--- src/rtl/sha256_byte_stream_hasher_macros.svh ---
// assertion macros shared by the sha-256 byte stream hasher rtl
// expects clk and rst_n in the scope of the including module
`ifndef SHA256_BYTE_STREAM_HASHER_MACROS_SVH
`define SHA256_BYTE_STREAM_HASHER_MACROS_SVH

// antecedent implies consequent in the same cycle
`define SHABSH_ASSERT_SAME(lbl, ante, cons) \
    lbl: assert property (@(posedge clk) disable iff (!rst_n) (ante) |-> (cons)) \
        else $error("sha256 hasher check failed");

// antecedent implies consequent in the next cycle
`define SHABSH_ASSERT_NEXT(lbl, ante, cons) \
    lbl: assert property (@(posedge clk) disable iff (!rst_n) (ante) |=> (cons)) \
        else $error("sha256 hasher check failed");

`endif

--- src/rtl/shabsh_pkg.sv ---
// shared types, constants and sigma functions of the sha-256 byte stream hasher
// no dependencies
`default_nettype none

package shabsh_pkg;

    typedef logic [31:0] word_t;

    localparam logic FUNC_ABSORB = 1'b0;
    localparam logic FUNC_FINISH = 1'b1;

    localparam logic [7:0] PAD_MARKER = 8'h80;

    localparam word_t INIT_H [8] = '{
        32'h6a09e667, 32'hbb67ae85, 32'h3c6ef372, 32'ha54ff53a,
        32'h510e527f, 32'h9b05688c, 32'h1f83d9ab, 32'h5be0cd19
    };

    localparam word_t ROUND_K [64] = '{
        32'h428a2f98, 32'h71374491, 32'hb5c0fbcf, 32'he9b5dba5,
        32'h3956c25b, 32'h59f111f1, 32'h923f82a4, 32'hab1c5ed5,
        32'hd807aa98, 32'h12835b01, 32'h243185be, 32'h550c7dc3,
        32'h72be5d74, 32'h80deb1fe, 32'h9bdc06a7, 32'hc19bf174,
        32'he49b69c1, 32'hefbe4786, 32'h0fc19dc6, 32'h240ca1cc,
        32'h2de92c6f, 32'h4a7484aa, 32'h5cb0a9dc, 32'h76f988da,
        32'h983e5152, 32'ha831c66d, 32'hb00327c8, 32'hbf597fc7,
        32'hc6e00bf3, 32'hd5a79147, 32'h06ca6351, 32'h14292967,
        32'h27b70a85, 32'h2e1b2138, 32'h4d2c6dfc, 32'h53380d13,
        32'h650a7354, 32'h766a0abb, 32'h81c2c92e, 32'h92722c85,
        32'ha2bfe8a1, 32'ha81a664b, 32'hc24b8b70, 32'hc76c51a3,
        32'hd192e819, 32'hd6990624, 32'hf40e3585, 32'h106aa070,
        32'h19a4c116, 32'h1e376c08, 32'h2748774c, 32'h34b0bcb5,
        32'h391c0cb3, 32'h4ed8aa4a, 32'h5b9cca4f, 32'h682e6ff3,
        32'h748f82ee, 32'h78a5636f, 32'h84c87814, 32'h8cc70208,
        32'h90befffa, 32'ha4506ceb, 32'hbef9a3f7, 32'hc67178f2
    };

    // controls of the message window
    typedef struct packed {
        logic byte_shift;
        logic word_shift;
    } sched_ctrl_t;

    // controls of the round unit and chain value
    typedef struct packed {
        logic load;
        logic step;
        logic fold;
        logic init;
    } round_ctrl_t;

    function automatic word_t rotr(input word_t x, input int unsigned n);
        rotr = (x >> n) | (x << (32 - n));
    endfunction

    function automatic word_t big_sigma0(input word_t x);
        big_sigma0 = rotr(x, 2) ^ rotr(x, 13) ^ rotr(x, 22);
    endfunction

    function automatic word_t big_sigma1(input word_t x);
        big_sigma1 = rotr(x, 6) ^ rotr(x, 11) ^ rotr(x, 25);
    endfunction

    function automatic word_t small_sigma0(input word_t x);
        small_sigma0 = rotr(x, 7) ^ rotr(x, 18) ^ (x >> 3);
    endfunction

    function automatic word_t small_sigma1(input word_t x);
        small_sigma1 = rotr(x, 17) ^ rotr(x, 19) ^ (x >> 10);
    endfunction

endpackage

`default_nettype wire

--- src/rtl/shabsh_sched.sv ---
// block buffer and message schedule: a 16-word window that takes bytes while
// filling and expands one schedule word per round; uses shabsh_pkg
`default_nettype none

module shabsh_sched (
    input  wire logic                     clk,
    input  wire shabsh_pkg::sched_ctrl_t  ctrl,
    input  wire logic [7:0]               byte_in,
    output shabsh_pkg::word_t             w_cur
);

    shabsh_pkg::word_t win_reg [16];
    shabsh_pkg::word_t w_new;

    // w[i+16] from the taps of the window
    always_comb
    begin
        w_new = shabsh_pkg::small_sigma1(win_reg[14]) + win_reg[9]
              + shabsh_pkg::small_sigma0(win_reg[1]) + win_reg[0];
    end

    always_ff @(posedge clk)
    begin
        if (ctrl.byte_shift)
        begin
            // whole window moves up one byte, first byte ends in the top of word 0
            for (int k = 0; k < 15; k++)
            begin
                win_reg[k] <= {win_reg[k][23:0], win_reg[k+1][31:24]};
            end
            win_reg[15] <= {win_reg[15][23:0], byte_in};
        end
        else if (ctrl.word_shift)
        begin
            for (int k = 0; k < 15; k++)
            begin
                win_reg[k] <= win_reg[k+1];
            end
            win_reg[15] <= w_new;
        end
    end

    assign w_cur = win_reg[0];

endmodule

`default_nettype wire

--- src/rtl/shabsh_round.sv ---
// shared compression round unit with working variables and chain value
// uses shabsh_pkg for round constants, initial values and sigma functions
`default_nettype none

module shabsh_round (
    input  wire logic                     clk,
    input  wire logic                     rst_n,
    input  wire shabsh_pkg::round_ctrl_t  ctrl,
    input  wire logic [5:0]               round_idx,
    input  wire shabsh_pkg::word_t        w,
    input  wire logic [2:0]               word_sel,
    output shabsh_pkg::word_t             chain_word
);

    shabsh_pkg::word_t v_reg     [8];
    shabsh_pkg::word_t chain_reg [8];
    shabsh_pkg::word_t t1;
    shabsh_pkg::word_t t2;
    shabsh_pkg::word_t pick;
    shabsh_pkg::word_t vote;

    always_comb
    begin
        pick = (v_reg[4] & v_reg[5]) ^ (~v_reg[4] & v_reg[6]);
        vote = (v_reg[0] & v_reg[1]) ^ (v_reg[0] & v_reg[2]) ^ (v_reg[1] & v_reg[2]);
        t1   = v_reg[7] + shabsh_pkg::big_sigma1(v_reg[4]) + pick
             + shabsh_pkg::ROUND_K[round_idx] + w;
        t2   = shabsh_pkg::big_sigma0(v_reg[0]) + vote;
    end

    always_ff @(posedge clk)
    begin
        if (ctrl.load)
        begin
            for (int i = 0; i < 8; i++)
            begin
                v_reg[i] <= chain_reg[i];
            end
        end
        else if (ctrl.step)
        begin
            v_reg[7] <= v_reg[6];
            v_reg[6] <= v_reg[5];
            v_reg[5] <= v_reg[4];
            v_reg[4] <= v_reg[3] + t1;
            v_reg[3] <= v_reg[2];
            v_reg[2] <= v_reg[1];
            v_reg[1] <= v_reg[0];
            v_reg[0] <= t1 + t2;
        end
    end

    always_ff @(posedge clk or negedge rst_n)
    begin
        if (!rst_n)
        begin
            for (int i = 0; i < 8; i++)
            begin
                chain_reg[i] <= shabsh_pkg::INIT_H[i];
            end
        end
        else if (ctrl.init)
        begin
            for (int i = 0; i < 8; i++)
            begin
                chain_reg[i] <= shabsh_pkg::INIT_H[i];
            end
        end
        else if (ctrl.fold)
        begin
            for (int i = 0; i < 8; i++)
            begin
                chain_reg[i] <= chain_reg[i] + v_reg[i];
            end
        end
    end

    assign chain_word = chain_reg[word_sel];

endmodule

`default_nettype wire

--- src/rtl/sha256_byte_stream_hasher.sv ---
// SHA-256 over a byte stream, one byte per input transfer. The byte that completes
// a 64-byte block starts the rounds of the single shared round unit, after which the
// result is folded into the chain value. A finish transfer shifts in padding and the
// length one byte per cycle (up to 72 bytes over one or two blocks, each followed by
// its rounds and a fold), then gives the eight digest words, H0 first, as eight
// output transfers and returns to the initial state. The input is not ready while
// rounds, padding or digest output are in progress.
// depends on shabsh_pkg, shabsh_sched, shabsh_round and the macros header
`default_nettype none

module sha256_byte_stream_hasher (
    input  wire logic        clk,
    input  wire logic        rst_n,
    input  wire logic        s_axis_tvalid,
    output logic             s_axis_tready,
    input  wire logic [7:0]  s_axis_tdata,   // message_byte
    input  wire logic        s_axis_tuser,   // func
    output logic             m_axis_tvalid,
    input  wire logic        m_axis_tready,
    output logic [31:0]      m_axis_tdata,   // digest_word
    output logic [2:0]       m_axis_tuser,   // word_index
    output logic             m_axis_tlast
);

`include "sha256_byte_stream_hasher_macros.svh"

    typedef enum logic [4:0] {
        ST_IDLE  = 5'b00001,
        ST_PAD   = 5'b00010,
        ST_ROUND = 5'b00100,
        ST_FOLD  = 5'b01000,
        ST_OUT   = 5'b10000
    } state_t;

    state_t      state_reg, state_next;
    logic [5:0]  fill_reg, fill_next;
    logic [5:0]  round_reg, round_next;
    logic [2:0]  word_reg, word_next;
    logic [63:0] msg_len_reg, msg_len_next;
    logic [63:0] len_shift_reg, len_shift_next;
    logic        marker_sent_reg, marker_sent_next;
    logic        len_ok_reg, len_ok_next;
    logic        last_block_reg, last_block_next;
    logic        finishing_reg, finishing_next;

    shabsh_pkg::sched_ctrl_t sctrl;
    shabsh_pkg::round_ctrl_t rctrl;
    logic [7:0]              shift_byte;
    shabsh_pkg::word_t       w_cur;
    shabsh_pkg::word_t       chain_word;
    logic                    in_xfer;
    logic                    out_xfer;

    assign in_xfer  = s_axis_tvalid && s_axis_tready;
    assign out_xfer = m_axis_tvalid && m_axis_tready;

    always_comb
    begin
        state_next       = state_reg;
        fill_next        = fill_reg;
        round_next       = round_reg;
        word_next        = word_reg;
        msg_len_next     = msg_len_reg;
        len_shift_next   = len_shift_reg;
        marker_sent_next = marker_sent_reg;
        len_ok_next      = len_ok_reg;
        last_block_next  = last_block_reg;
        finishing_next   = finishing_reg;
        sctrl            = '0;
        rctrl            = '0;
        shift_byte       = s_axis_tdata;
        s_axis_tready    = 1'b0;
        m_axis_tvalid    = 1'b0;

        unique case (state_reg)
            ST_IDLE:
            begin
                s_axis_tready = 1'b1;
                if (in_xfer)
                begin
                    if (s_axis_tuser == shabsh_pkg::FUNC_ABSORB)
                    begin
                        sctrl.byte_shift = 1'b1;
                        fill_next        = fill_reg + 6'd1;
                        msg_len_next     = msg_len_reg + 64'd8;
                        if (fill_reg == 6'd63)
                        begin
                            state_next     = ST_ROUND;
                            rctrl.load     = 1'b1;
                            round_next     = 6'd0;
                            finishing_next = 1'b0;
                        end
                    end
                    else
                    begin
                        state_next       = ST_PAD;
                        finishing_next   = 1'b1;
                        marker_sent_next = 1'b0;
                        len_ok_next      = 1'b0;
                        last_block_next  = 1'b0;
                        len_shift_next   = msg_len_reg;
                    end
                end
            end
            ST_PAD:
            begin
                sctrl.byte_shift = 1'b1;
                fill_next        = fill_reg + 6'd1;
                if (!marker_sent_reg)
                begin
                    shift_byte       = shabsh_pkg::PAD_MARKER;
                    marker_sent_next = 1'b1;
                    // room for the length in this block only below byte 56
                    len_ok_next      = (fill_reg[5:3] != 3'b111);
                end
                else if (len_ok_reg && (fill_reg[5:3] == 3'b111))
                begin
                    shift_byte     = len_shift_reg[63:56];
                    len_shift_next = {len_shift_reg[55:0], 8'h00};
                end
                else
                begin
                    shift_byte = 8'h00;
                end
                if (fill_reg == 6'd63)
                begin
                    state_next      = ST_ROUND;
                    rctrl.load      = 1'b1;
                    round_next      = 6'd0;
                    last_block_next = len_ok_reg && marker_sent_reg;
                end
            end
            ST_ROUND:
            begin
                rctrl.step       = 1'b1;
                sctrl.word_shift = 1'b1;
                round_next       = round_reg + 6'd1;
                if (round_reg == 6'd63)
                begin
                    state_next = ST_FOLD;
                end
            end
            ST_FOLD:
            begin
                rctrl.fold = 1'b1;
                if (!finishing_reg)
                begin
                    state_next = ST_IDLE;
                end
                else if (last_block_reg)
                begin
                    state_next = ST_OUT;
                    word_next  = 3'd0;
                end
                else
                begin
                    // extra block after a marker too late for the length
                    state_next  = ST_PAD;
                    len_ok_next = 1'b1;
                end
            end
            ST_OUT:
            begin
                m_axis_tvalid = 1'b1;
                if (out_xfer)
                begin
                    word_next = word_reg + 3'd1;
                    if (word_reg == 3'd7)
                    begin
                        state_next     = ST_IDLE;
                        rctrl.init     = 1'b1;
                        msg_len_next   = 64'd0;
                        finishing_next = 1'b0;
                    end
                end
            end
            default:
            begin
                state_next = ST_IDLE;
            end
        endcase
    end

    always_ff @(posedge clk or negedge rst_n)
    begin
        if (!rst_n)
        begin
            state_reg       <= ST_IDLE;
            fill_reg        <= 6'd0;
            round_reg       <= 6'd0;
            word_reg        <= 3'd0;
            msg_len_reg     <= 64'd0;
            marker_sent_reg <= 1'b0;
            len_ok_reg      <= 1'b0;
            last_block_reg  <= 1'b0;
            finishing_reg   <= 1'b0;
        end
        else
        begin
            state_reg       <= state_next;
            fill_reg        <= fill_next;
            round_reg       <= round_next;
            word_reg        <= word_next;
            msg_len_reg     <= msg_len_next;
            marker_sent_reg <= marker_sent_next;
            len_ok_reg      <= len_ok_next;
            last_block_reg  <= last_block_next;
            finishing_reg   <= finishing_next;
        end
    end

    always_ff @(posedge clk)
    begin
        len_shift_reg <= len_shift_next;
    end

    shabsh_sched u_sched (
        .clk     (clk),
        .ctrl    (sctrl),
        .byte_in (shift_byte),
        .w_cur   (w_cur)
    );

    shabsh_round u_round (
        .clk        (clk),
        .rst_n      (rst_n),
        .ctrl       (rctrl),
        .round_idx  (round_reg),
        .w          (w_cur),
        .word_sel   (word_reg),
        .chain_word (chain_word)
    );

    assign m_axis_tdata = chain_word;
    assign m_axis_tuser = word_reg;
    assign m_axis_tlast = (word_reg == 3'd7);

    `SHABSH_ASSERT_NEXT(a_block_starts_rounds, in_xfer && !s_axis_tuser && fill_reg == 6'd63, state_reg == ST_ROUND && round_reg == 6'd0)
    `SHABSH_ASSERT_NEXT(a_rounds_end_in_fold, state_reg == ST_ROUND && round_reg == 6'd63, state_reg == ST_FOLD)
    `SHABSH_ASSERT_SAME(a_fold_after_full_count, state_reg == ST_FOLD, round_reg == 6'd0 && fill_reg == 6'd0)
    `SHABSH_ASSERT_NEXT(a_digest_end_clears, out_xfer && m_axis_tlast, state_reg == ST_IDLE && fill_reg == 6'd0 && msg_len_reg == 64'd0)

endmodule

`default_nettype wire

--- config.mk ---
export PLATFORM = sky130hd
export DESIGN_NAME = sha256_byte_stream_hasher
export DESIGN_NICKNAME = d
export VERILOG_FILES = /design/src/rtl/shabsh_pkg.sv /design/src/rtl/shabsh_sched.sv /design/src/rtl/shabsh_round.sv /design/src/rtl/sha256_byte_stream_hasher.sv
export VERILOG_INCLUDE_DIRS = /design/src /design/src/rtl
export SDC_FILE = /design/constraint.sdc
export NUM_CORES = 2
export LEC_CHECK = 0
export BUFFER_PORTS_ARGS = -buffer_cell sky130_fd_sc_hd__buf_2
export CAP_MARGIN = 10
export CORE_MARGIN = 4
export CORE_UTILIZATION = 25
export DETAILED_ROUTE_END_ITERATION = 10
export SLEW_MARGIN = 30
export SYNTH_ARGS = -nofsm -noshare
export SYNTH_HDL_FRONTEND = slang
export SYNTH_SLANG_ARGS = --single-unit
--- constraint.sdc ---
create_clock -name clk -period 26.2 [get_ports clk]
set_clock_uncertainty 0.1 [all_clocks]
set_input_delay 5.24 -clock clk [delete_from_list [all_inputs] [get_ports clk]]
set_output_delay 5.24 -clock clk [all_outputs]
set_load 0.02 [all_outputs]
# --- Word-level counts from Yosys, hierarchy flattened ---
# Memories as Yosys holds them, arrays and structs flattened.
# Index checks and enable logic that the tools add are counted.
word_totals:
  regBits: 408
  ramBits: 768
  rom_bits: 2048
  output_inout_bits: 38
  elab_cells: 244
  n_memories: 3
memory_table:
  columns: ["memory", "words", "word_bits", "read_ports", "rd_ports_with_merged_regs", "write_ports", "line", "text"]
  rows:
  - ["(no name shown)", 64, 32, 1, 0, 0, "shabsh_round.sv:27", "+ shabsh_pkg::ROUND_K[round_idx] + w;"]
  - ["u_sched.win_reg", 16, 32, 16, 0, 16, "shabsh_sched.sv:12", "shabsh_pkg::word_t win_reg [16];"]
  - ["u_round.v_reg", 8, 32, 8, 0, 8, "shabsh_round.sv:15", "shabsh_pkg::word_t v_reg [8];"]
op_classes:
  n_addsub: 22
  order_cmp: 2
  n_eq_ne: 24
  muxes: 102
  bitwise_logic: 53
  n_reduce_logical: 20
op_table:
  columns: ["cell", "n"]
  rows:
  - ["$mux 32", 28]
  - ["$add 32x32->32", 18]
  - ["$mux 256", 2]
  - ["$mux 64", 8]
  - ["$xor 32x32->32", 9]
  - ["$pmux 64 s2", 2]
  - ["$and 32x32->32", 5]
  - ["$bmux 32 s3", 1]
  - ["$add 64x4->64 const B", 1]
  - ["$mux 5", 8]
  - ["$mux 1", 32]
  - ["$not 32->32", 1]
  - ["$or 10x32->32", 1]
  - ["$or 13x32->32", 1]
  - ["$or 14x32->32", 1]
  - ["$or 15x32->32", 1]
  - ["$or 19x32->32", 1]
  - ["$or 21x32->32", 1]
  - ["$or 25x32->32", 1]
  - ["$or 26x32->32", 1]
  - ["$or 30x32->32", 1]
  - ["$or 7x32->32", 1]
  - ["$xor 32x22->32", 1]
  - ["$xor 32x29->32", 1]
  - ["32 further kinds", 96]

# --- Depth between registers and ports, before layout ---
# An unclocked memory read counts as a cell.
depth:
  word_depth: 10
  mapped_depth: 42
  depth_no_buf: 39

# --- Hierarchy ---
# From an unflattened synthesis, not the netlist that was laid out.
hier_totals:
  cells_unflattened: 7881
  hier_area_um2: 80275.7
modules_own_cells:
  columns: ["mod", "instances", "cells_per_inst", "area_each_um2"]
  rows:
  - ["shabsh_round", 1, 5345, 46915.0]
  - ["shabsh_sched", 1, 1786, 26215.1]
  - ["sha256_byte_stream_hasher", 1, 750, 7145.6]

# --- Least setup slack after synthesis ---
# No wires, ideal clock.
synth_path:
  path_type: "input-to-reg"
  start: "input s_axis_tvalid"
  end: "memory u_round.v_reg[0][0] in the netlist's numbering, enable pin"
  arrival_time_ns: 24.237
  required_ns: 24.873
  setup_slack_ns: 0.636
  stages: 6
  n_path_buf: 2
  cell_sequence: "inv_1 -> nor4_4 -> clkbuf_1 -> nor2_1 -> clkbuf_1 -> o21ai_0"
synth_lines:
  columns: ["item", "line", "text"]
  rows:
  - ["from (decl)", "sha256_byte_stream_hasher.sv:14", "input wire logic s_axis_tvalid,"]
  - ["to (decl)", "shabsh_round.sv:15", null]

==> summary.txt <==
Pwr
  – Internal power: 6.13 mW
  – Peak VDD IR: 160 µV
  – Power per cell area: 129 mW/mm²
  – Combinational share of power: 56.5%
  – Leak: 36.0 nW
  – Clk pwr share: 15.5%
  – Sequential power share: 28.0%
  – Sw Ratio: 44.8%
  – P_sw: 4.98 mW

Synthesis
  – Prevailing post-synth register cell: edfxtp_1
  – Cell variety after synth: 95
  – Cell accounting for the most synthesized area: edfxtp_1
  – Async set-or-reset flop fraction in the synthesized netlist: 29.1%
  – Share of Yosys cell area claimed by the top area cell type: 32.0%
  – Syn_nets: 9070
  – Cells after synthesis: 8465
  – Syn avg cell area: 9.18 µm²
  – Post-synth EDFFs: 829
  – Post-synthesis cell area: 0.0777 mm²
  – Synth top area cells: edfxtp_1, nand2_1, dfrtp_1, ha_1, fa_1
  – Sequential share of the synthesized area: 43.2%
  – Ys Warns: 0
  – Flops & latches, synth: 1170

Critical path
  – Critical Path RT: 26.64 ns
  – Most used cell, CP: fa_1
  – Crit. End Element: register
  – Setup crit start kind: register
  – R2r setup slk: 15.44 ns
  – Crit path max fanout: 19
  – Worst EP arrival: 11.20 ns
  – Slowest cell on the critical path: dfrtp_1
  – Crit-path max cell delay: 0.74 ns
  – Critical path class: reg -> reg

Placement
  – Pre-CTS setup slack: 15.59 ns
  – GP Congestion: 0.938
  – DP Cell Count: 12200
  – Port Buffers: 50
  – Post-DP HPWL: 177000 µm
  – DP Area: 0.0822 mm²

Clocking
  – CTS resizes: 0
  – Reg clk slew, reported paths: 0.06 ns
  – Maximum clock path buffer count: 3
  – CTS tree: yes
  – H-tree depth: 3
  – Postcts setup bufs: 0
  – Inserted Clock Buffers: 116
  – Root buf cell: clkbuf_16
  – Clk sinks: 1170
  – Hold buffer count at cts: 0
  – Clock Latency Late Sink: 0.79 ns

Cells and area
  – Most frequent cells in the layout: nand2_1, edfxtp_1, o21ai_0
  – Area growth from synthesis to layout: 10.7%
  – Most common cell after layout, fill and taps aside: nand2_1
  – # fillers: 32500
  – FF/Latch Area: 0.0336 mm²
  – Fraction of layout cells with a size suffix above 1: 7.06%
  – Area of the multi-input gates: 0.0414 mm²
  – Fin cells: 12500
  – Fin area: 0.0861 mm²
  – Max FFs per register: 512
  – NumNets Final: 8848

Job
  – Max-cap check violation count: 0

Route
  – Via count: 60800
  – Wire length per cell: 19.6 µm
  – Via density: 4.88
  – DR pass1 iterations: 7
  – Iteration-0 DRC Markers: 6469
  – Post-route ant nets: 0
  – Drt drc: 0
  – Total wire length: 244000 µm

Floorplan
  – Die ar.: 0.320 mm²
  – Die X: 566 µm
  – Row cnt: 204
  – Core ar.: 0.309 mm²
  – Io pins: 51
  – Initial Util: 25.2%
  – Die height: 566 µm

Timing
  – Final Critical Period: 10.76 ns
  – Final cycle utilization of the critical path: 41.1%
  – Final Max Slew Viols: 0
  – Slew HR: 36.3%
  – Setup ws final: 15.44 ns
  – # setup viols final: 0
  – Hold Vio Cnt, Final: 0
  – Achievable frequency: 93.0 MHz
  – Setup TNS: 0 ns
  – Hold WS: 0.374 ns
  – RSZ-0062 raised after global routing: false
  – Slew @ Worst Pin: 0.955 ns

GRT
  – Largest net degree at the start of global routing: 208
  – Vias in the first global route: 57700
  – First-pass GRT wire length: 368000 µm
  – Tot GR Track Use: 14.8%
  – Initial antenna violation count: 2
  – Grt total ovfl: 0

Status
  – Status: complete, no violations

Min path
  – HP Class: reg -> reg
-- metal layers --
layer,GRT usage (%),vias up,routed length [µm]
met3,1.59,440,14600
met4,7.55,0,14000
met5,0,-,0
met2,23.0,2009,109000
met1,20.3,29700,107000
li1,-,28700,-
-- cells in the mapped netlist (50+ instances only) --
master / n
o21ai_0: 484
mux4_2: 72
a21oi_1: 439
inv_1: 295
dfrtp_1: 204
o31ai_1: 50
nor3_1: 106
nand2b_1: 67
and3_1: 55
edfxtp_1: 829
clkbuf_1: 421
xor2_1: 226
xnor2_1: 382
nand2_1: 2653
ha_1: 397
a21o_1: 180
dfstp_2: 137
o21a_1: 51
nand3_1: 147
a31oi_1: 54
nor2_1: 330
fa_1: 195
-- logic make-up after synthesis --
| group | Yosys count | share of synthesized area (%) |
|---|---|---|
| mux | 123 | 2.80 |
| buf+inv | 762 | 3.69 |
| fa+ha+maj | 614 | 11.7 |
| simple gates | 3578 | 19.0 |
| compound gates | 1608 | 12.7 |
| flops | 1170 | 43.2 |
| xor+xnor | 610 | 6.91 |
-- final cells by class --
cell class	instances	share of cell area, %
diodes	3	0.00872
clock buffers	174	3.85
clock inverters	46	0.611
inverters	297	1.30
multi-input cells	6533	48.1
flip-flops and latches	1170	39.1
well taps	4120	5.99
repair buffers	125	1.12
-- path summary, 6_finish.rpt --
path | start | end | cells after the start
setup / recovery | round_reg[1] | u_round.v_reg[0][31] | 37
hold / removal | fill_reg[5] | fill_reg[5] | 1
setup reg to reg | round_reg[1] | u_round.v_reg[0][31] | 37
hold reg to reg | fill_reg[5] | fill_reg[5] | 1
max in group asynchronous | rst_n | msg_len_reg[10] | 3
min in group asynchronous | rst_n | u_round.chain_reg[20] | 1
-- metrics by stage --
step                util, %  total power, mW
floorplan                 -             7.66
global placement       26.6             9.28
detailed placement     26.6             9.32
CTS                    27.8             11.1
global route           27.8             11.9
finish                 27.8             11.1
-- power groups by stage --
| stage | clock network (mW) | logic (mW) | registers (mW) |
|---|---|---|---|
| after floorplan | 0 | 4.61 | 3.05 |
| after global placement | 0 | 6.14 | 3.14 |
| after detailed placement | 0 | 6.19 | 3.14 |
| after CTS | 1.76 | 6.23 | 3.11 |
| after global routing | 1.83 | 6.94 | 3.15 |
| final | 1.72 | 6.27 | 3.12 |
-- worst max-delay path: cells and delay by family (launching register included) --
family	cells	cell delay, ns
adder cells (fa/ha/maj)	8	3.50
buffers and inverters	5	0.86
AO/OA/AOI/OAI	12	2.19
AND/OR/NAND/NOR	8	1.73
XOR/XNOR	2	0.61
multiplexers	2	0.84
flip-flops	1	0.74
(Power assumes the default switching activity.)
